### config.mk
export PLATFORM = sky130hd
export DESIGN_NAME = mdio_c45_jtag_bridge_framer_flat
export DESIGN_NICKNAME = d
export VERILOG_FILES = /design/src/rtl/mcjb_pkg.sv /design/src/rtl/mcjb_in_if.sv /design/src/rtl/mcjb_out_if.sv /design/src/rtl/mdio_c45_jtag_bridge_framer.sv /design/src/rtl/mcjb_front.sv /design/src/rtl/mcjb_fifo.sv /design/src/rtl/mcjb_back.sv /design/src/flat_wrapper.sv
export SDC_FILE = /design/constraint.sdc
export NUM_CORES = 1
export LEC_CHECK = 0
export BUFFER_PORTS_ARGS = -buffer_cell sky130_fd_sc_hd__buf_4
export CAP_MARGIN = 20
export CORE_MARGIN = 4
export CORE_UTILIZATION = 25
export CTS_CLUSTER_DIAMETER = 50
export CTS_CLUSTER_SIZE = 12
export DETAILED_ROUTE_END_ITERATION = 10
export GPL_TIMING_DRIVEN = 1
export PLACE_DENSITY = 0.44
export REMOVE_ABC_BUFFERS = 1
export SYNTH_ARGS = -nofsm -noshare
export SYNTH_HDL_FRONTEND = slang
export SYNTH_SLANG_ARGS = --single-unit
### constraint.sdc
create_clock -name clk_i -period 6.1 [get_ports clk_i]
set_input_delay 1.525 -clock clk_i [delete_from_list [all_inputs] [get_ports clk_i]]
set_output_delay 1.525 -clock clk_i [all_outputs]
set_load 0.005 [all_outputs]
### src/rtl/mcjb_pkg.sv
// Shared types, codes and constants of the Clause-45 MDIO frame builder.
package mcjb_pkg;

  // Field widths of the item channels
  localparam int unsigned OP_W   = 3;
  localparam int unsigned PHY_W  = 5;
  localparam int unsigned DEV_W  = 5;
  localparam int unsigned WORD_W = 16;
  localparam int unsigned BYTE_W = 8;
  localparam int unsigned FRAME_WORD_W = 32;

  // Preamble length counter and frame length widths
  localparam int unsigned PRE_W  = 4;
  localparam int unsigned FLEN_W = 5;

  // Defaults handed to the top level parameters
  localparam int unsigned PREAMBLE_BYTES_DEF = 4;
  localparam int unsigned QUEUE_DEPTH_DEF    = 2;

  // Frame constants
  localparam logic [DEV_W-1:0]  JTAG_DEV       = 5'h1f;
  localparam logic [WORD_W-1:0] PIN_SHADOW_REG = 16'h0010;
  localparam logic [3:0]        WR_CODE        = 4'h1;
  localparam logic [3:0]        RD_CODE        = 4'h3;
  localparam logic [3:0]        ADDR_CODE      = 4'h0;
  localparam logic [1:0]        TA_BITS        = 2'b10;
  localparam logic [WORD_W-1:0] READ_FILL      = 16'hffff;
  localparam logic [BYTE_W-1:0] PRE_BYTE       = 8'hff;
  localparam logic [PHY_W-1:0]  MGMT_PHY_RST   = 5'h1a;

  // Configuration register map
  localparam int unsigned PADDR_W = 4;
  localparam int unsigned PDATA_W = 32;

  typedef enum logic [1:0] {
    REG_MGMT_PHY = 2'd0,
    REG_TARGET   = 2'd1,
    REG_FAST_PRE = 2'd2
  } reg_idx_e;

  // Input item operation codes
  typedef enum logic [OP_W-1:0] {
    OP_MDIO_WR    = 3'd0,
    OP_MDIO_RD    = 3'd1,
    OP_JTAG_PINS  = 3'd2,
    OP_JTAG_RST   = 3'd3,
    OP_TDO_SAMPLE = 3'd4,
    OP_RX_BYTE    = 3'd5
  } op_e;

  // Serializer states
  typedef enum logic [2:0] {
    ST_IDLE,
    ST_PRE0,
    ST_WORD0,
    ST_PRE1,
    ST_WORD1
  } back_state_e;

  // Configuration seen by the front end
  typedef struct packed {
    logic [PHY_W-1:0] mgmt_phy;
    logic             target_sel;
    logic             fast_pre;
  } cfg_t;

  // Job handed from the front end to the serializer
  typedef struct packed {
    logic                    is_done;
    logic [PRE_W-1:0]        pre_len;
    logic [FRAME_WORD_W-1:0] addr_word;
    logic [FRAME_WORD_W-1:0] value_word;
    logic [WORD_W-1:0]       read_value;
    logic                    tdo;
  } job_t;

endpackage

### src/rtl/mcjb_in_if.sv
// Input item channel: op codes, frame operands and received bytes.
interface mcjb_in_if;
  import mcjb_pkg::*;

  logic              valid;
  logic              ready;
  logic [OP_W-1:0]   op;
  logic [PHY_W-1:0]  phy_field;
  logic [DEV_W-1:0]  device_type;
  logic [WORD_W-1:0] reg_addr;
  logic [WORD_W-1:0] write_data;
  logic              tck;
  logic              tms;
  logic              tdi;
  logic              trst;
  logic [BYTE_W-1:0] rx_byte;

  modport source (
    output valid, op, phy_field, device_type, reg_addr, write_data,
           tck, tms, tdi, trst, rx_byte,
    input  ready
  );

  modport sink (
    input  valid, op, phy_field, device_type, reg_addr, write_data,
           tck, tms, tdi, trst, rx_byte,
    output ready
  );
endinterface

### src/rtl/mcjb_out_if.sv
// Result item channel: frame bytes and read completions.
interface mcjb_out_if;
  import mcjb_pkg::*;

  logic              valid;
  logic              ready;
  logic              tx_valid;
  logic [BYTE_W-1:0] tx_byte;
  logic              tx_last;
  logic              done_res;
  logic [WORD_W-1:0] read_value;
  logic              tdo;

  modport source (
    output valid, tx_valid, tx_byte, tx_last, done_res, read_value, tdo,
    input  ready
  );

  modport sink (
    input  valid, tx_valid, tx_byte, tx_last, done_res, read_value, tdo,
    output ready
  );
endinterface

### src/rtl/mdio_c45_jtag_bridge_framer.sv
// Top level of the Clause-45 MDIO frame builder with its register port.
// Each mdio write, mdio read, jtag pins, jtag reset or tdo sample item yields one frame of
// 2*(P+4) bytes, P being PREAMBLE_BYTES or 1 in fast mode (16 bytes at the default), sent
// one byte per cycle while the result side is ready. The serializer has a single byte path
// and takes the next job only once a frame's last byte is out. Received-byte items are
// taken one per cycle while the job queue (QUEUE_DEPTH entries) has room; the frame's last
// received byte yields one completion result carrying the last two bytes and the tdo bit of
// the selected target. Configuration registers sit at byte addresses 0 (management PHY
// address), 4 (target_select) and 8 (fast_preamble).
module mdio_c45_jtag_bridge_framer #(
  parameter int unsigned PREAMBLE_BYTES = mcjb_pkg::PREAMBLE_BYTES_DEF,
  parameter int unsigned QUEUE_DEPTH    = mcjb_pkg::QUEUE_DEPTH_DEF
) (
  input  logic                          clk_i,
  input  logic                          rst_ni,
  mcjb_in_if.sink                       in_i,
  mcjb_out_if.source                    out_o,
  input  logic                          psel,
  input  logic                          penable,
  input  logic                          pwrite,
  input  logic [mcjb_pkg::PADDR_W-1:0]  paddr,
  input  logic [mcjb_pkg::PDATA_W-1:0]  pwdata,
  output logic [mcjb_pkg::PDATA_W-1:0]  prdata,
  output logic                          pready
);
  import mcjb_pkg::*;

  cfg_t     cfg_q, cfg_d;
  reg_idx_e reg_idx;
  logic     cfg_wr;

  logic     push;
  job_t     push_job;
  logic     full;
  logic     pop;
  logic     job_valid;
  job_t     pop_job;

  // Decode register writes
  assign pready  = 1'b1;
  assign cfg_wr  = psel && penable && pwrite;
  assign reg_idx = reg_idx_e'(paddr[3:2]);

  always_comb begin
    cfg_d = cfg_q;
    if (cfg_wr) begin
      case (reg_idx)
        REG_MGMT_PHY: cfg_d.mgmt_phy   = pwdata[PHY_W-1:0];
        REG_TARGET:   cfg_d.target_sel = pwdata[0];
        REG_FAST_PRE: cfg_d.fast_pre   = pwdata[0];
        default: begin
        end
      endcase
    end
  end

  always_ff @(posedge clk_i or negedge rst_ni) begin
    if (!rst_ni) begin
      cfg_q.mgmt_phy   <= MGMT_PHY_RST;
      cfg_q.target_sel <= 1'b1;
      cfg_q.fast_pre   <= 1'b0;
    end else begin
      cfg_q <= cfg_d;
    end
  end

  // Return register contents on reads
  always_comb begin
    case (reg_idx)
      REG_MGMT_PHY: prdata = PDATA_W'(cfg_q.mgmt_phy);
      REG_TARGET:   prdata = PDATA_W'(cfg_q.target_sel);
      REG_FAST_PRE: prdata = PDATA_W'(cfg_q.fast_pre);
      default:      prdata = '0;
    endcase
  end

  mcjb_front #(
    .PREAMBLE_BYTES (PREAMBLE_BYTES)
  ) u_front (
    .clk_i  (clk_i),
    .rst_ni (rst_ni),
    .cfg_i  (cfg_q),
    .in_i   (in_i),
    .full_i (full),
    .push_o (push),
    .job_o  (push_job)
  );

  mcjb_fifo #(
    .DEPTH (QUEUE_DEPTH)
  ) u_fifo (
    .clk_i       (clk_i),
    .rst_ni      (rst_ni),
    .push_i      (push),
    .push_data_i (push_job),
    .full_o      (full),
    .pop_i       (pop),
    .valid_o     (job_valid),
    .pop_data_o  (pop_job)
  );

  mcjb_back u_back (
    .clk_i   (clk_i),
    .rst_ni  (rst_ni),
    .valid_i (job_valid),
    .job_i   (pop_job),
    .pop_o   (pop),
    .out_o   (out_o)
  );

endmodule

### src/rtl/mcjb_front.sv
// Front end: accepts items, keeps pin shadow and receive state, queues jobs.
module mcjb_front #(
  parameter int unsigned PREAMBLE_BYTES = mcjb_pkg::PREAMBLE_BYTES_DEF
) (
  input  logic               clk_i,
  input  logic               rst_ni,
  input  mcjb_pkg::cfg_t     cfg_i,
  mcjb_in_if.sink            in_i,
  input  logic               full_i,
  output logic               push_o,
  output mcjb_pkg::job_t     job_o
);
  import mcjb_pkg::*;

  logic [WORD_W-1:0] shadow_q, shadow_d;
  logic [FLEN_W-1:0] rx_cnt_q, rx_cnt_d;
  logic [WORD_W-1:0] hold_q, hold_d;
  logic [FLEN_W-1:0] flen_q, flen_d;

  logic              accept;
  logic [PRE_W-1:0]  pre_len;
  logic [FLEN_W-1:0] frame_len;
  logic [3:0]        tgt;

  // Accept whenever the queue has room
  assign in_i.ready = !full_i;
  assign accept     = in_i.valid && !full_i;

  assign pre_len   = cfg_i.fast_pre ? PRE_W'(1) : PRE_W'(PREAMBLE_BYTES);
  assign frame_len = FLEN_W'({pre_len, 1'b0}) + FLEN_W'(8);
  assign tgt       = {cfg_i.target_sel, 3'b000};

  // Classify the item and build its job
  always_comb begin
    logic              is_frame;
    logic              is_wr;
    logic [PHY_W-1:0]  phy;
    logic [DEV_W-1:0]  dev;
    logic [WORD_W-1:0] regw;
    logic [WORD_W-1:0] data;
    logic [WORD_W-1:0] shadow_n;
    logic [WORD_W-1:0] hold_n;
    logic [FLEN_W-1:0] cnt_n;

    is_frame = 1'b0;
    is_wr    = 1'b1;
    phy      = cfg_i.mgmt_phy;
    dev      = JTAG_DEV;
    regw     = PIN_SHADOW_REG;
    data     = READ_FILL;
    shadow_n = shadow_q;
    hold_n   = {hold_q[BYTE_W-1:0], in_i.rx_byte};
    cnt_n    = rx_cnt_q + FLEN_W'(1);

    shadow_d = shadow_q;
    rx_cnt_d = rx_cnt_q;
    hold_d   = hold_q;
    flen_d   = flen_q;
    push_o   = 1'b0;
    job_o    = '0;
    job_o.pre_len = pre_len;

    if (accept) begin
      case (op_e'(in_i.op))
        OP_MDIO_WR: begin
          is_frame = 1'b1;
          phy      = in_i.phy_field;
          dev      = in_i.device_type;
          regw     = in_i.reg_addr;
          data     = in_i.write_data;
        end
        OP_MDIO_RD: begin
          is_frame = 1'b1;
          is_wr    = 1'b0;
          phy      = in_i.phy_field;
          dev      = in_i.device_type;
          regw     = in_i.reg_addr;
        end
        OP_JTAG_PINS: begin
          shadow_n[tgt + 4'd1] = in_i.tdi;
          shadow_n[tgt + 4'd3] = in_i.tck;
          shadow_n[tgt + 4'd2] = in_i.tms;
          shadow_d = shadow_n;
          is_frame = 1'b1;
          data     = shadow_n;
        end
        OP_JTAG_RST: begin
          shadow_n[tgt + 4'd4] = in_i.trst;
          shadow_d = shadow_n;
          is_frame = 1'b1;
          data     = shadow_n;
        end
        OP_TDO_SAMPLE: begin
          is_frame = 1'b1;
          is_wr    = 1'b0;
        end
        OP_RX_BYTE: begin
          // Count bytes of the pending frame, report on its last one
          if (flen_q != '0) begin
            hold_d   = hold_n;
            rx_cnt_d = cnt_n;
            if (cnt_n == flen_q) begin
              push_o           = 1'b1;
              job_o.is_done    = 1'b1;
              job_o.read_value = hold_n;
              job_o.tdo        = hold_n[tgt];
              rx_cnt_d         = '0;
              flen_d           = '0;
            end
          end
        end
        default: begin
        end
      endcase

      // Start a new frame, dropping any pending one
      if (is_frame) begin
        push_o           = 1'b1;
        job_o.addr_word  = {ADDR_CODE, phy, dev, TA_BITS, regw};
        job_o.value_word = {(is_wr ? WR_CODE : RD_CODE), phy, dev, TA_BITS, data};
        flen_d           = frame_len;
        rx_cnt_d         = '0;
        hold_d           = '0;
      end
    end
  end

  // Hold transaction state
  always_ff @(posedge clk_i or negedge rst_ni) begin
    if (!rst_ni) begin
      shadow_q <= '0;
      rx_cnt_q <= '0;
      hold_q   <= '0;
      flen_q   <= '0;
    end else begin
      shadow_q <= shadow_d;
      rx_cnt_q <= rx_cnt_d;
      hold_q   <= hold_d;
      flen_q   <= flen_d;
    end
  end

`ifndef SYNTH
  a_cnt_below_len: assert property (@(posedge clk_i) disable iff (!rst_ni)
    (flen_q != '0) |-> (rx_cnt_q < flen_q))
    else $error("receive count reached frame length without completing");

  a_idle_no_count: assert property (@(posedge clk_i) disable iff (!rst_ni)
    (flen_q == '0) |-> (rx_cnt_q == '0))
    else $error("receive count nonzero with no frame pending");

  a_push_on_accept: assert property (@(posedge clk_i) disable iff (!rst_ni)
    push_o |-> accept)
    else $error("job pushed without an accepted item");
`endif

endmodule

### src/rtl/mcjb_fifo.sv
// Short job queue between the front end and the serializer.
module mcjb_fifo #(
  parameter int unsigned DEPTH = mcjb_pkg::QUEUE_DEPTH_DEF
) (
  input  logic           clk_i,
  input  logic           rst_ni,
  input  logic           push_i,
  input  mcjb_pkg::job_t push_data_i,
  output logic           full_o,
  input  logic           pop_i,
  output logic           valid_o,
  output mcjb_pkg::job_t pop_data_o
);
  import mcjb_pkg::*;

  localparam int unsigned PTR_W = (DEPTH > 1) ? $clog2(DEPTH) : 1;
  localparam int unsigned CNT_W = $clog2(DEPTH + 1);

  job_t             mem_q [DEPTH];
  logic [PTR_W-1:0] wr_ptr_q, wr_ptr_d;
  logic [PTR_W-1:0] rd_ptr_q, rd_ptr_d;
  logic [CNT_W-1:0] count_q, count_d;
  logic             do_push;
  logic             do_pop;

  assign full_o     = (count_q == CNT_W'(DEPTH));
  assign valid_o    = (count_q != '0);
  assign pop_data_o = mem_q[rd_ptr_q];
  assign do_push    = push_i && !full_o;
  assign do_pop     = pop_i && valid_o;

  // Advance pointers and fill count
  always_comb begin
    wr_ptr_d = wr_ptr_q;
    rd_ptr_d = rd_ptr_q;
    count_d  = count_q;
    if (do_push) begin
      wr_ptr_d = (wr_ptr_q == PTR_W'(DEPTH - 1)) ? '0 : wr_ptr_q + PTR_W'(1);
    end
    if (do_pop) begin
      rd_ptr_d = (rd_ptr_q == PTR_W'(DEPTH - 1)) ? '0 : rd_ptr_q + PTR_W'(1);
    end
    if (do_push && !do_pop) begin
      count_d = count_q + CNT_W'(1);
    end else if (do_pop && !do_push) begin
      count_d = count_q - CNT_W'(1);
    end
  end

  always_ff @(posedge clk_i or negedge rst_ni) begin
    if (!rst_ni) begin
      wr_ptr_q <= '0;
      rd_ptr_q <= '0;
      count_q  <= '0;
    end else begin
      wr_ptr_q <= wr_ptr_d;
      rd_ptr_q <= rd_ptr_d;
      count_q  <= count_d;
    end
  end

  // Store queued jobs
  always_ff @(posedge clk_i) begin
    if (do_push) begin
      mem_q[wr_ptr_q] <= push_data_i;
    end
  end

`ifndef SYNTH
  a_no_overflow: assert property (@(posedge clk_i) disable iff (!rst_ni)
    push_i |-> !full_o)
    else $error("job pushed into a full queue");

  a_no_underflow: assert property (@(posedge clk_i) disable iff (!rst_ni)
    pop_i |-> valid_o)
    else $error("job taken from an empty queue");

  a_count_bound: assert property (@(posedge clk_i) disable iff (!rst_ni)
    count_q <= CNT_W'(DEPTH))
    else $error("queue fill count past its depth");
`endif

endmodule

### src/rtl/mcjb_back.sv
// Serializer: turns queued jobs into frame bytes and read completions.
module mcjb_back (
  input  logic           clk_i,
  input  logic           rst_ni,
  input  logic           valid_i,
  input  mcjb_pkg::job_t job_i,
  output logic           pop_o,
  mcjb_out_if.source     out_o
);
  import mcjb_pkg::*;

  back_state_e      state_q, state_d;
  logic [PRE_W-1:0] cnt_q, cnt_d;
  job_t             cur_q;
  logic             cap_job;

  logic              ovalid_q, ovalid_d;
  logic              load;
  logic              r_tx_valid, r_tx_last, r_done, r_tdo;
  logic [BYTE_W-1:0] r_byte;
  logic [WORD_W-1:0] r_value;

  logic              tx_valid_q, tx_last_q, done_q, tdo_q;
  logic [BYTE_W-1:0] byte_q;
  logic [WORD_W-1:0] value_q;

  // Output register takes a new result when empty or drained
  assign load = !ovalid_q || out_o.ready;

  function automatic logic [BYTE_W-1:0] word_byte(
    input logic [FRAME_WORD_W-1:0] w,
    input logic [1:0]              sel
  );
    logic [BYTE_W-1:0] b;
    case (sel)
      2'd0:    b = w[31:24];
      2'd1:    b = w[23:16];
      2'd2:    b = w[15:8];
      default: b = w[7:0];
    endcase
    return b;
  endfunction

  // Step through preamble and word bytes
  always_comb begin
    state_d    = state_q;
    cnt_d      = cnt_q;
    cap_job    = 1'b0;
    pop_o      = 1'b0;
    ovalid_d   = ovalid_q && !out_o.ready;
    r_tx_valid = 1'b0;
    r_byte     = '0;
    r_tx_last  = 1'b0;
    r_done     = 1'b0;
    r_value    = '0;
    r_tdo      = 1'b0;

    case (state_q)
      ST_IDLE: begin
        if (valid_i) begin
          if (job_i.is_done) begin
            if (load) begin
              pop_o    = 1'b1;
              ovalid_d = 1'b1;
              r_done   = 1'b1;
              r_value  = job_i.read_value;
              r_tdo    = job_i.tdo;
            end
          end else begin
            pop_o   = 1'b1;
            cap_job = 1'b1;
            cnt_d   = '0;
            state_d = ST_PRE0;
          end
        end
      end
      ST_PRE0, ST_PRE1: begin
        if (load) begin
          ovalid_d   = 1'b1;
          r_tx_valid = 1'b1;
          r_byte     = PRE_BYTE;
          if (cnt_q + PRE_W'(1) == cur_q.pre_len) begin
            cnt_d   = '0;
            state_d = (state_q == ST_PRE0) ? ST_WORD0 : ST_WORD1;
          end else begin
            cnt_d = cnt_q + PRE_W'(1);
          end
        end
      end
      ST_WORD0, ST_WORD1: begin
        if (load) begin
          ovalid_d   = 1'b1;
          r_tx_valid = 1'b1;
          r_byte     = word_byte((state_q == ST_WORD0) ? cur_q.addr_word
                                                        : cur_q.value_word,
                                 cnt_q[1:0]);
          if (cnt_q[1:0] == 2'd3) begin
            cnt_d     = '0;
            r_tx_last = (state_q == ST_WORD1);
            state_d   = (state_q == ST_WORD0) ? ST_PRE1 : ST_IDLE;
          end else begin
            cnt_d = cnt_q + PRE_W'(1);
          end
        end
      end
      default: begin
        state_d = ST_IDLE;
      end
    endcase
  end

  always_ff @(posedge clk_i or negedge rst_ni) begin
    if (!rst_ni) begin
      state_q  <= ST_IDLE;
      cnt_q    <= '0;
      ovalid_q <= 1'b0;
    end else begin
      state_q  <= state_d;
      cnt_q    <= cnt_d;
      ovalid_q <= ovalid_d;
    end
  end

  // Capture the job and the result payload
  always_ff @(posedge clk_i) begin
    if (cap_job) begin
      cur_q <= job_i;
    end
    if (ovalid_d && load) begin
      tx_valid_q <= r_tx_valid;
      byte_q     <= r_byte;
      tx_last_q  <= r_tx_last;
      done_q     <= r_done;
      value_q    <= r_value;
      tdo_q      <= r_tdo;
    end
  end

  assign out_o.valid      = ovalid_q;
  assign out_o.tx_valid   = tx_valid_q;
  assign out_o.tx_byte    = byte_q;
  assign out_o.tx_last    = tx_last_q;
  assign out_o.done_res   = done_q;
  assign out_o.read_value = value_q;
  assign out_o.tdo        = tdo_q;

`ifndef SYNTH
  a_pop_in_idle: assert property (@(posedge clk_i) disable iff (!rst_ni)
    pop_o |-> (state_q == ST_IDLE))
    else $error("job taken while a frame is still being sent");

  a_last_ends_frame: assert property (@(posedge clk_i) disable iff (!rst_ni)
    (load && r_tx_last) |=> (state_q == ST_IDLE))
    else $error("last frame byte sent but serializer did not return to idle");

  a_pre_in_range: assert property (@(posedge clk_i) disable iff (!rst_ni)
    ((state_q == ST_PRE0) || (state_q == ST_PRE1)) |-> (cnt_q < cur_q.pre_len))
    else $error("preamble byte count past preamble length");

  a_result_kind: assert property (@(posedge clk_i) disable iff (!rst_ni)
    ovalid_q |-> (tx_valid_q != done_q))
    else $error("result is neither a frame byte nor a completion");
`endif

endmodule

### src/flat_wrapper.sv
// flat-port wrapper written by rule: the top's interface ports become plain ports
module mdio_c45_jtag_bridge_framer_flat import mcjb_pkg::*;
#(
  parameter int unsigned PREAMBLE_BYTES = mcjb_pkg::PREAMBLE_BYTES_DEF,
  parameter int unsigned QUEUE_DEPTH    = mcjb_pkg::QUEUE_DEPTH_DEF
)
  (clk_i, rst_ni, psel, penable, pwrite, paddr, pwdata, prdata, pready, in_i_valid, in_i_op, in_i_phy_field, in_i_device_type, in_i_reg_addr, in_i_write_data, in_i_tck, in_i_tms, in_i_tdi, in_i_trst, in_i_rx_byte, in_i_ready, out_o_valid, out_o_tx_valid, out_o_tx_byte, out_o_tx_last, out_o_done_res, out_o_read_value, out_o_tdo, out_o_ready);
  mcjb_in_if in_i_i ();
  mcjb_out_if out_o_i ();
  input  logic clk_i;
  input  logic rst_ni;
  input  logic psel;
  input  logic penable;
  input  logic pwrite;
  input  logic [mcjb_pkg::PADDR_W-1:0] paddr;
  input  logic [mcjb_pkg::PDATA_W-1:0] pwdata;
  output logic [mcjb_pkg::PDATA_W-1:0] prdata;
  output logic pready;
  input wire logic [$bits(in_i_i.valid)-1:0] in_i_valid;
  input wire logic [$bits(in_i_i.op)-1:0] in_i_op;
  input wire logic [$bits(in_i_i.phy_field)-1:0] in_i_phy_field;
  input wire logic [$bits(in_i_i.device_type)-1:0] in_i_device_type;
  input wire logic [$bits(in_i_i.reg_addr)-1:0] in_i_reg_addr;
  input wire logic [$bits(in_i_i.write_data)-1:0] in_i_write_data;
  input wire logic [$bits(in_i_i.tck)-1:0] in_i_tck;
  input wire logic [$bits(in_i_i.tms)-1:0] in_i_tms;
  input wire logic [$bits(in_i_i.tdi)-1:0] in_i_tdi;
  input wire logic [$bits(in_i_i.trst)-1:0] in_i_trst;
  input wire logic [$bits(in_i_i.rx_byte)-1:0] in_i_rx_byte;
  output wire logic [$bits(in_i_i.ready)-1:0] in_i_ready;
  output wire logic [$bits(out_o_i.valid)-1:0] out_o_valid;
  output wire logic [$bits(out_o_i.tx_valid)-1:0] out_o_tx_valid;
  output wire logic [$bits(out_o_i.tx_byte)-1:0] out_o_tx_byte;
  output wire logic [$bits(out_o_i.tx_last)-1:0] out_o_tx_last;
  output wire logic [$bits(out_o_i.done_res)-1:0] out_o_done_res;
  output wire logic [$bits(out_o_i.read_value)-1:0] out_o_read_value;
  output wire logic [$bits(out_o_i.tdo)-1:0] out_o_tdo;
  input wire logic [$bits(out_o_i.ready)-1:0] out_o_ready;
  assign in_i_i.valid = in_i_valid;
  assign in_i_i.op = in_i_op;
  assign in_i_i.phy_field = in_i_phy_field;
  assign in_i_i.device_type = in_i_device_type;
  assign in_i_i.reg_addr = in_i_reg_addr;
  assign in_i_i.write_data = in_i_write_data;
  assign in_i_i.tck = in_i_tck;
  assign in_i_i.tms = in_i_tms;
  assign in_i_i.tdi = in_i_tdi;
  assign in_i_i.trst = in_i_trst;
  assign in_i_i.rx_byte = in_i_rx_byte;
  assign in_i_ready = in_i_i.ready;
  assign out_o_valid = out_o_i.valid;
  assign out_o_tx_valid = out_o_i.tx_valid;
  assign out_o_tx_byte = out_o_i.tx_byte;
  assign out_o_tx_last = out_o_i.tx_last;
  assign out_o_done_res = out_o_i.done_res;
  assign out_o_read_value = out_o_i.read_value;
  assign out_o_tdo = out_o_i.tdo;
  assign out_o_i.ready = out_o_ready;
  mdio_c45_jtag_bridge_framer #(.PREAMBLE_BYTES(PREAMBLE_BYTES), .QUEUE_DEPTH(QUEUE_DEPTH)) u_core (.clk_i(clk_i), .rst_ni(rst_ni), .in_i(in_i_i), .out_o(out_o_i), .psel(psel), .penable(penable), .pwrite(pwrite), .paddr(paddr), .pwdata(pwdata), .prdata(prdata), .pready(pready));
endmodule
Word level (Yosys, flattened, before mapping)
Memory sizes are Yosys's and may differ from the RTL's.
Index checks and enable logic that the tools add are counted.
Word-level totals
  bits in registers: 149
  bits in latches: 0
  memory bits (writable): 162
  ROM bits: 0
  output and inout port bits: 63
  word-level logic and storage cells: 200
  memories kept: 1
Cells by class
  add/sub/neg operators: 11
  $mul: 0
  div/mod/pow operators: 0
  $lt $le $gt $ge: 9
  eq/ne operators: 23
  shift operators: 0
  muxes and demuxes: 86
  bitwise logic cells: 0
  reductions and logical operators: 48
Memories
  u_core.u_fifo.mem_q: words 2, width 81, rd ports 1, clocked after memory_dff 0, wr ports 1, RTL line mcjb_fifo.sv:19  | job_t mem_q [DEPTH];
Operators with widths (number)
  77-bit 2-to-1 mux: 1
  16-bit bitwise mux: 4
  60-bit 2-to-1 mux: 1
  17-bit 2-to-1 mux: 3
  5-bit 2-to-1 mux: 10
  16-bit case mux with 3 select lines: 1
  8-bit 2-to-1 mux: 5
  32-bit 2-to-1 mux: 1
  16-bit case mux with 2 select lines: 1
  1-bit 2-to-1 mux: 30
  4-bit by 5-bit less-than comparator with 1-bit output (second input constant): 5
  3-bit 2-to-1 mux: 8
  4-bit 2-to-1 mux: 6
  8-bit case mux with 3 select lines: 1
  1-bit demux with 4-bit select: 4
  4-bit by 1-bit >= comparator with 1-bit output (second input constant): 4
  16-bit 2-to-1 mux: 1
  8-bit case mux with 2 select lines: 1
  5-bit case mux with 3 select lines: 1
  1-bit logical AND: 13
  3-bit by 2-bit equality test with 1-bit output (second input constant): 4
  4-bit case mux with 3 select lines: 1
  2-bit nonzero test: 6
  2-bit inequality test (second input constant): 5
  32 further kinds: 60

Longest topological paths before layout
Gate-level depths: netlist of the first run.
  depth after elaboration: 12
  mapped depth: 12
  gate-level depth less buffers: 10

By module
A second synthesis of the first run with hierarchy kept.
Unflattened totals
  cells, all modules: 859
  area total of the unflattened synthesis: 13356.6 um2
By module, submodules not included
  mcjb_fifo: instances 1, cells an instance 287, area an instance 6525.0 um2, sequential area each 5265.0 um2
  mcjb_back: instances 1, cells an instance 265, area an instance 4225.3 um2, sequential area each 3083.0 um2
  mcjb_front: instances 1, cells an instance 250, area an instance 2016.9 um2, sequential area each 575.6 um2
  mdio_c45_jtag_bridge_framer: instances 1, cells an instance 57, area an instance 589.3 um2, sequential area each 180.2 um2

Worst setup path after synthesis of the first run
OpenSTA, ideal clock, no wires.
  path kind: input port to flip-flop
  start: in in_i_op[2]
  end: mem u_core.u_fifo.mem_q[0][0] (netlist name), enable pin
  setup time: 0.494 ns
  arrival time: 5.456 ns
  setup slack: 0.150 ns
  stages on the path: 9
  buffers on the path: 4
  path through: buf_2 o21a_1 buf_2 or2_1 buf_4 inv_2 or2_1 buf_6 nor2b_1
On the way
  word-level cells in the longest chain between the ends: 9
  elaborated cells on any way between the ends: 15
RTL lines
  start, declared: RTL line flat_wrapper.sv:20  | input wire logic [$bits(in_i_i.op)-1:0] in_i_op;
  3-bit by 2-bit equality test with 1-bit output (tied with other cells): RTL line mcjb_front.sv:64  | case (op_e'(in_i.op))
  5-bit OR reduction (no source line)
  1-bit 2-to-1 mux: RTL line mcjb_front.sv:64
  1-bit 2-to-1 mux: RTL line mcjb_front.sv:63  | if (accept) begin
  1-bit 2-to-1 mux *: RTL line mcjb_front.sv:117  | if (is_frame) begin
  1-bit 2-to-1 mux *: RTL line mcjb_front.sv:63
  1-bit logical AND *: RTL line mcjb_fifo.sv:29  | assign do_push = push_i && !full_o;
  named net u_core.u_fifo.do_push: RTL line mcjb_fifo.sv:23  | logic do_push;
  1-bit 2-to-1 mux *: RTL line mcjb_fifo.sv:64  | if (do_push) begin
  1-bit 2-to-1 mux (implied by the code) *: RTL line mcjb_fifo.sv:65  | mem_q[wr_ptr_q] <= push_data_i;
  end, declared: RTL line mcjb_fifo.sv:19
Mark *: on every way through the listed nets, which the timed path passes. The rest lies on a longest branch. The select of a mux whose other input is x is not followed.

Final worst setup path of the first run
  start: in in_i_op[1]
  end: mem u_core.u_fifo.mem_q[1][30] (netlist name), enable pin
On the way
  word-level cells in the longest chain between the ends: 9
  elaborated cells on any way between the ends: 15
RTL lines (RTL line)
  3-bit by 2-bit equality test with 1-bit output (tied with other cells): mcjb_front.sv:64
  5-bit OR reduction (no source line)
  1-bit 2-to-1 mux: mcjb_front.sv:64
  1-bit 2-to-1 mux: mcjb_front.sv:63
  1-bit 2-to-1 mux *: mcjb_front.sv:117
  1-bit 2-to-1 mux *: mcjb_front.sv:63
  1-bit logical AND *: mcjb_fifo.sv:29
  1-bit 2-to-1 mux *: mcjb_fifo.sv:64
  1-bit 2-to-1 mux (implied by the code) *: mcjb_fifo.sv:65
Mark *: on every way between the ends. The rest lies on a longest branch, timed or not. The select of a mux whose other input is x is not followed.

==> metrics.md, run 1 <==
| Metric | Value |
|---|---|
| Outcome | complete, no violations |
| Critical Path RT | between 6 and 7 ns |
| Hold_buf cts | 0 |
| Clock Root Buffer | clkbuf_16 |
| CP max stage delay | roughly 0.57 ns |
| Die area | 45200 um2 |
| Final cell count without fillers | about 1400 |
| Final setup viols | 0 |
| Post-synth EDFFs | between 200 and 250 |
| Crit start category | input port |
| Crit path max fanout | 46 |
| Final period util | around three fifths |
| Cell row count | 74 |
| Number of setup buffers added after CTS | 0 |
| Worst Tran Pin Value | about 1.1 ns |
| CP max stage cell | and2_2 |
| Synth Instances | between 700 and 800 |
| YS warnings | 0 |
| Fraction of registers with async set/reset | between 10% and 20% |
| Final wirelength | between 20000 and 25000 um |
| Core Area | between 40000 and 50000 um2 |
| Final hold viol count | 0 |
| Nets | between 900 and 1000 |
| RSZ-0062 raised after global routing | no |
| RD Place Congestion | 0.721 |
| 1st-iter DRT viols | about 340 |
| CTS tree | built |
| DR vias | around 5900 |
| Htree depth | 1 |
| Fill cell count | ~4200 |
| CP endpoint kind | flop |
| Via count of the first global-routing pass | around 6300 |
| Worst-path clk slew | roughly 0.060 ns |
| Number of diodes | 0 |
| Mapped cell area | 10500 um2 |
| Grt total ovfl | 0 |
| Worst-Skew Late Latency | approximately 0.56 ns |
| Worst hold path class | flop to flop |
| Flip-flop and latch count after synthesis | around 240 |
| Drt pass-1 iters | 4 |
| Leak Pwr | just under 5 nW |
| Power density cells | around 430 nW/um2 |
| Largest net degree at the start of global routing | between 60 and 70 |
| Critical Path Start | in_i_op[1] |
| Layout cells sized above 1 | 29.2% |
| Worst Setup Path Type | input port to flop |
| Highest Clock Rate | ~0.27 GHz |
| Placed insts | ~1300 |
| Detail Route Antenna Nets | 0 |
| Post-synth top area cell | edfxtp_1 |
| Worst VDD drop | slightly above 200 uV |
| Hold_ws | approximately 0.46 ns |
| First-pass GRT wire length | between 30000 and 40000 um |
| Most common cell in the synthesized netlist | edfxtp_1 |
| Synth top area share | between 50 and 60% |
| PortBufs | around 110 |
| Die width | roughly 210 um |
| Sequential fraction of the synthesis area | roughly 68% |
| GRT Total Usage | a little over a tenth |
| Hold wc startpoint | u_core.u_front.hold_q[5] |
| Reg2Reg Launch Point | u_core.u_front.rx_cnt_q[0] |
| Min Clock Period, post-route | ~3.7 ns |
| Final-report max-slew violation count | 0 |
| CTS max path bufs | 3 |
| Synth top cells by count | 202 x edfxtp_1, 67 x mux2_2, 62 x nand2_1 |
| Initial Util | 25.5% |
| Ys flop type | edfxtp_1 |
| Initial antenna violation count | 0 |
| TritonCTS Buffers | 31 |
| Vias per cell | 4.26 |
| Drt drc | 0 |
| Final HPWL DP | ~15000 um |
| Post-CTS sizing | 0 |
| Ports | roughly 160 |
| Critical Path, Cell by Cell | buf_4 > o21a_1 > or2_1 > buf_4 > inv_2 > or2_1 > and2_2 > buf_12 |
| MaxCap Viol Count | 0 |
| Synth cell types | about 60 |
| Slew HR | between 20% and 30% |
| Wire length per cell | approximately 17 um |
| Area Growth Syn to Fin | 21.7% |
| Syn Area/Cell | between 10 and 15 um2 |
| Clock sinks | about 240 |
| Die Height | ~210 um |
| Skew final | 0.0212 ns |
| Critical path arrival | 3.96 ns |
| Synth top area cells | edfxtp_1 58%, dfrtp_1 9.1%, mux2_2 7.2%, mux2i_1 2.3%, buf_4 2.2% |
==> cell usage in the layout, fill, tap and decap left out, types with 4 or more instances in the layout <==
master,count
a21oi_1,27
a221oi_1,6
a32o_1,5
and2_1,21
and3_1,17
buf_4,113
clkbuf_1,5
clkbuf_16,31
clkinvlp_4,4
conb_1,28
dfrtp_1,37
dfstp_2,4
edfxtp_1,202
ha_1,7
inv_1,8
inv_6,4
mux2_2,67
mux2i_1,24
nand2_1,62
nand2b_1,4
nand3_1,19
nand3b_1,5
nor2_1,44
nor3_1,5
o21a_1,10
o21ai_0,14
o22a_1,7
o22ai_1,8
or3_1,4
xnor2_1,6
xor2_1,9
==> where the power goes <==
part | leakage, nW | switching, mW | internal (mW)
Combinational | 1.89 | 0.739 | 0.588
Sequential | 2.46 | 0.163 | 2.26
Clock | 0.482 | 0.708 | 1.08
Total | 4.83 | 1.61 | 3.93
==> kinds of logic after synthesis <==
family / after synthesis / synth area share, %
XOR/XNOR: 15 / 1.25
other: 2 / 0.0717
multiplexers: 94 / 9.86
AND/OR/NAND/NOR: 204 / 9.86
AO/OA/AOI/OAI: 91 / 5.87
adder cells (fa/ha/maj): 7 / 0.836
flip-flops: 244 / 68.0
buffers and inverters: 80 / 4.26
==> per-layer routing <==
layer | GRT usage, % | routed length, um | share of wire, % | up-vias
met2 | 17.6 | 11500 | 48 | 121
li1 | - | - | - | 2874
met4 | 3.02 | 425 | 1.8 | 0
met5 | 0 | 0 | 0 | -
met1 | 14.2 | 11100 | 46 | 2917
met3 | 2.06 | 1120 | 4.6 | 28
==> registers in the layout, summed over array words and instances (netlist names) <==
register,flops
u_core.cfg_q,7
u_core.u_back.cnt_q,4
u_core.u_back.cur_q,46
u_core.u_back.out_o.done_res,1
u_core.u_back.out_o.read_value,16
u_core.u_back.out_o.tdo,1
u_core.u_back.out_o.tx_byte,8
u_core.u_back.out_o.tx_last,1
u_core.u_back.out_o.tx_valid,1
u_core.u_back.out_o.valid,1
u_core.u_back.state_q,3
u_core.u_fifo.count_q,2
u_core.u_fifo.mem_q,128
u_core.u_fifo.rd_ptr_q,1
u_core.u_fifo.wr_ptr_q,1
u_core.u_front.flen_q,2
u_core.u_front.hold_q,8
u_core.u_front.rx_cnt_q,5
u_core.u_front.shadow_q,8
==> path summary, 6_finish.rpt <==
| path | end | slack [ns] | cells past startpoint |
|---|---|---|---|
| setup / recovery | u_core.u_fifo.mem_q[1][30] | 2.37 | 8 |
| hold / removal | u_core.u_front.hold_q[5] | 0.46 | 2 |
| setup reg to reg | u_core.u_fifo.mem_q[1][30] | 3.13 | 7 |
| hold reg to reg | u_core.u_front.hold_q[5] | 0.46 | 2 |
| max in group asynchronous | u_core.u_fifo.rd_ptr_q | 4.65 | 1 |
| min in group asynchronous | u_core.u_front.shadow_q[4] | 0.99 | 1 |
==> through the flow <==
| stage | utilization, % | setup slack (ns) | area (um2) | setup TNS, ns | power [mW] |
|---|---|---|---|---|---|
| finish | 31.0 | 2.37 | 12700 | 0 | 5.54 |
| CTS | 31.0 | 2.34 | 12700 | 0 | 5.66 |
| global route | 31.0 | 2.22 | 12700 | 0 | 5.87 |
| floorplan | - | -0.0687 | 10200 | -4.40 | 3.28 |
| detailed placement | 28.6 | 1.76 | 11700 | 0 | 3.83 |
| global placement | 28.6 | 1.76 | 11700 | 0 | 3.83 |
==> layout make-up <==
cell class              instances  area [um2]  area share [%]
clock inverters                17         200            1.57
flip-flops and latches        244        7120            55.9
well taps                     532         666            5.22
clock buffers                  37         808            6.34
inverters                      11        41.3           0.324
repair buffers                115         888            6.97
multi-input cells             439        3020            23.7
==> worst max-delay path: cells and delay by family <==
| family | cells | cell delay [ns] |
|---|---|---|
| AND/OR/NAND/NOR | 3 | 1.14 |
| buffers and inverters | 4 | 0.83 |
| AO/OA/AOI/OAI | 1 | 0.36 |
Power figures use the tool's default switching activity.
==> run 2: changes to the inputs <==
Settings changed: PLACE_DENSITY 0.44 to 0.45.
Clock period 6.1 ns to 3.4 ns, I/O delays scaled along.
==> run 2 against run 1 <==
Net effect: global-route usage is 0.23 points higher; cell area is 0.37% higher; count of clock-buffer cells in the layout is 2 higher; non-clock buffer count is 11 higher; sequential share of layout area is 0.21 points lower; die area stayed put; final cell count is 1.0% higher; clock skew is 0.0079 ns lower; setup slack worse by 1.5 ns; register-to-register slack worse by 2.2 ns; routed wire length is 2.4% higher; clock power is 67% higher; largest cell class unchanged.
==> metrics.md, run 2 (synthesis gave the netlist of run 1 again) <==
| Metric | Value |
|---|---|
| Final setup viols | 0 (unchanged) |
| Clock sinks | 244 (unchanged) |
| Grt total ovfl | 0 (unchanged) |
| Worst Setup Path Type | flop to flop |
| First-pass GRT wire length | 37700 um (+1.6%) |
| Cell row count | 74 (unchanged) |
| Post-CTS sizing | 0 (unchanged) |
| CTS tree | built |
| Worst r2r dst | u_core.u_fifo.mem_q[1][4] |
| 1st-iter DRT viols | 360 (+6.5%) |
| CTS max path bufs | 3 (unchanged) |
| Commonest non-fill, non-tap cell in the layout | edfxtp_1 |
| Area Growth Syn to Fin | 22.2% |
| Worst Tran Pin Value | 0.937 ns (-0.158 ns) |
| Wire length per cell | 17.6 um (+1.4%) |
| Initial antenna violation count | 1 (+1) |
| PortBufs | 105 (unchanged) |
| Detail Route Antenna Nets | 0 (unchanged) |
| Slew HR | 37.5% (+11 points) |
| Setup slack, reg-to-reg | 0.90 ns (-2.23 ns) |
| Nets | 960 (+1.2%) |
| RD Place Congestion | 0.734 (+1.8%) |
| Min Clock Period, post-route | around 2.5 ns |
| Final wirelength | 24800 um (+2.4%) |
| Fill cell count | 4176 (+0.048%) |
| CP max stage delay | 0.42 ns (-0.15 ns) |
| Max reg flops | 128 (unchanged) |
| Crit start category | flop |
| Biggest register | u_core.u_fifo.mem_q |
| Worst Setup EP | u_core.u_fifo.mem_q[1][4] |
| Htree depth | 1 (unchanged) |
| Largest net degree at the start of global routing | 59 (-11%) |
| Clock Root Buffer | clkbuf_16 |
| Drt drc | 0 (unchanged) |
| Vias per cell | 4.30 (+1.1%) |
| Critical Path, Cell by Cell | ha_1 > nor3b_1 > mux2_4 > o221a_1 > or2_1 > and2_2 > buf_4 |
| Ports | 163 (unchanged) |
| Final HPWL DP | 15900 um (+4.6%) |
| Initial Util | 25.5% (unchanged) |
| Final-report max-slew violation count | 0 (unchanged) |
| Via count of the first global-routing pass | 6399 (+1.5%) |
| Worst R2R Path Depth | 7 (unchanged) |
| Power density cells | 766 nW/um2 (+76%) |
| RSZ-0062 raised after global routing | no |
| Final setup TNS | 0 ns (unchanged) |
| Critical path arrival | 2.74 ns (-1.22 ns) |
| Drt pass-1 iters | 4 (unchanged) |
| Final period util | between 70% and 80% |
| Worst VDD drop | 447 uV (+120%) |
| Critical Path RT | 3.64 ns (-2.68 ns) |
| Reg2Reg Launch Point | u_core.u_front.rx_cnt_q[0] |
| Hold_buf cts | 0 (unchanged) |
| CP bufs+invs | 1 (-3) |
| Worst-Skew Late Latency | 0.55 ns (about the same) |
| CP max stage cell | dfrtp_1 |
| Die Height | 213 um (unchanged) |
| Number of setup buffers added after CTS | 0 (unchanged) |
| DR vias | 6064 (+2.1%) |
| Critical path depth | 7 (-1) |
| Core Area | 41100 um2 (unchanged) |
| Critical Path Start | u_core.u_front.rx_cnt_q[0] |
| Die width | 213 um (unchanged) |
| Crit path max fanout | 11 (-76%) |
| Worst-path clk slew | 0.06 ns (about the same) |
| Die area | 45200 um2 (unchanged) |
| Layout cells sized above 1 | 29.8% (+0.56 points) |
| MaxCap Viol Count | 0 (unchanged) |
| Commonest non-fill, non-tap cells in the layout | 202 x edfxtp_1, 122 x buf_4, 67 x mux2_2 |
| Leak Pwr | 4.87 nW (+0.80%) |
| Worst hold path class | input port to asynchronous set/reset pin |
| Highest Clock Rate | around 0.40 GHz |
| Final hold viol count | 0 (unchanged) |
| Final Util | 31.1% (+0.12 points) |
| Number of diodes | 0 (unchanged) |
| Outcome | complete, no violations |
| Kind of cell adding the most delay to the critical path | simple AND/OR/NAND/NOR gates |
| GRT Total Usage | 10.8% (+0.23 points) |
| Skew final | 0.0133 ns (-0.00787 ns) |
| CP endpoint kind | flop |
| TritonCTS Buffers | 31 (unchanged) |
==> run 2: cell type report <==
type	instances	area [um2]	share of cell area, %
flip-flops and latches	244	7120	55.7
multi-input cells	439	3020	23.6
repair buffers	126	996	7.78
clock buffers	39	826	6.45
well taps	532	666	5.20
clock inverters	18	128	0.997
inverters	11	41.3	0.323
==> run 2: how the worst min path moves through the flow <==
stage | to | cells after the start
after floorplan | u_core.u_front.hold_q[1] | 2
after global placement | u_core.u_front.hold_q[5] | 2
after detailed placement | u_core.u_front.hold_q[2] | 2
after CTS | u_core.u_front.flen_q[3] | 1
after global routing | u_core.u_front.shadow_q[1] | 1
final | u_core.u_front.shadow_q[1] | 1
==> run 2: stage by stage <==
step           setup WS, ns  area [um2]  total power [mW]  instances  hold WS, ns
6_report              0.895       12800              9.80       1409        0.324
5_1_grt               0.751       12800              10.4       1409        0.356
4_1_cts               0.869       12800              9.98       1409        0.329
3_5_place_dp          0.457       11800              6.93       1352        0.448
3_3_place_gp          0.448       11800              6.92       1352        0.442
2_1_floorplan         -2.09       10200              5.89        694        0.430
==> run 2: routing by layer <==
metal / GRT usage (%) / vias up / routed length, um
met5: 0 / - / 0
met2: 17.9 / 113 / 11900
met1: 14.9 / 3027 / 11500
met3: 1.78 / 29 / 940
li1: - / 2895 / -
met4: 2.84 / 0 / 448
==> run 2: worst register-to-register path, cell delays in order, from the launching register on <==
cell and delay (ns):
dfrtp_1 0.42, ha_1 0.37, nor3b_1 0.23, mux2_4 0.17, o221a_1 0.18, or2_1 0.17, and2_2 0.38, buf_4 0.28
==> run 2: report_power, final <==
part / leakage (nW) / total, mW / internal, mW / switching [mW]
sequential: 2.46 / 4.38 / 4.06 / 0.321
clock: 0.460 / 2.99 / 1.74 / 1.25
combinational: 1.95 / 2.43 / 1.09 / 1.33
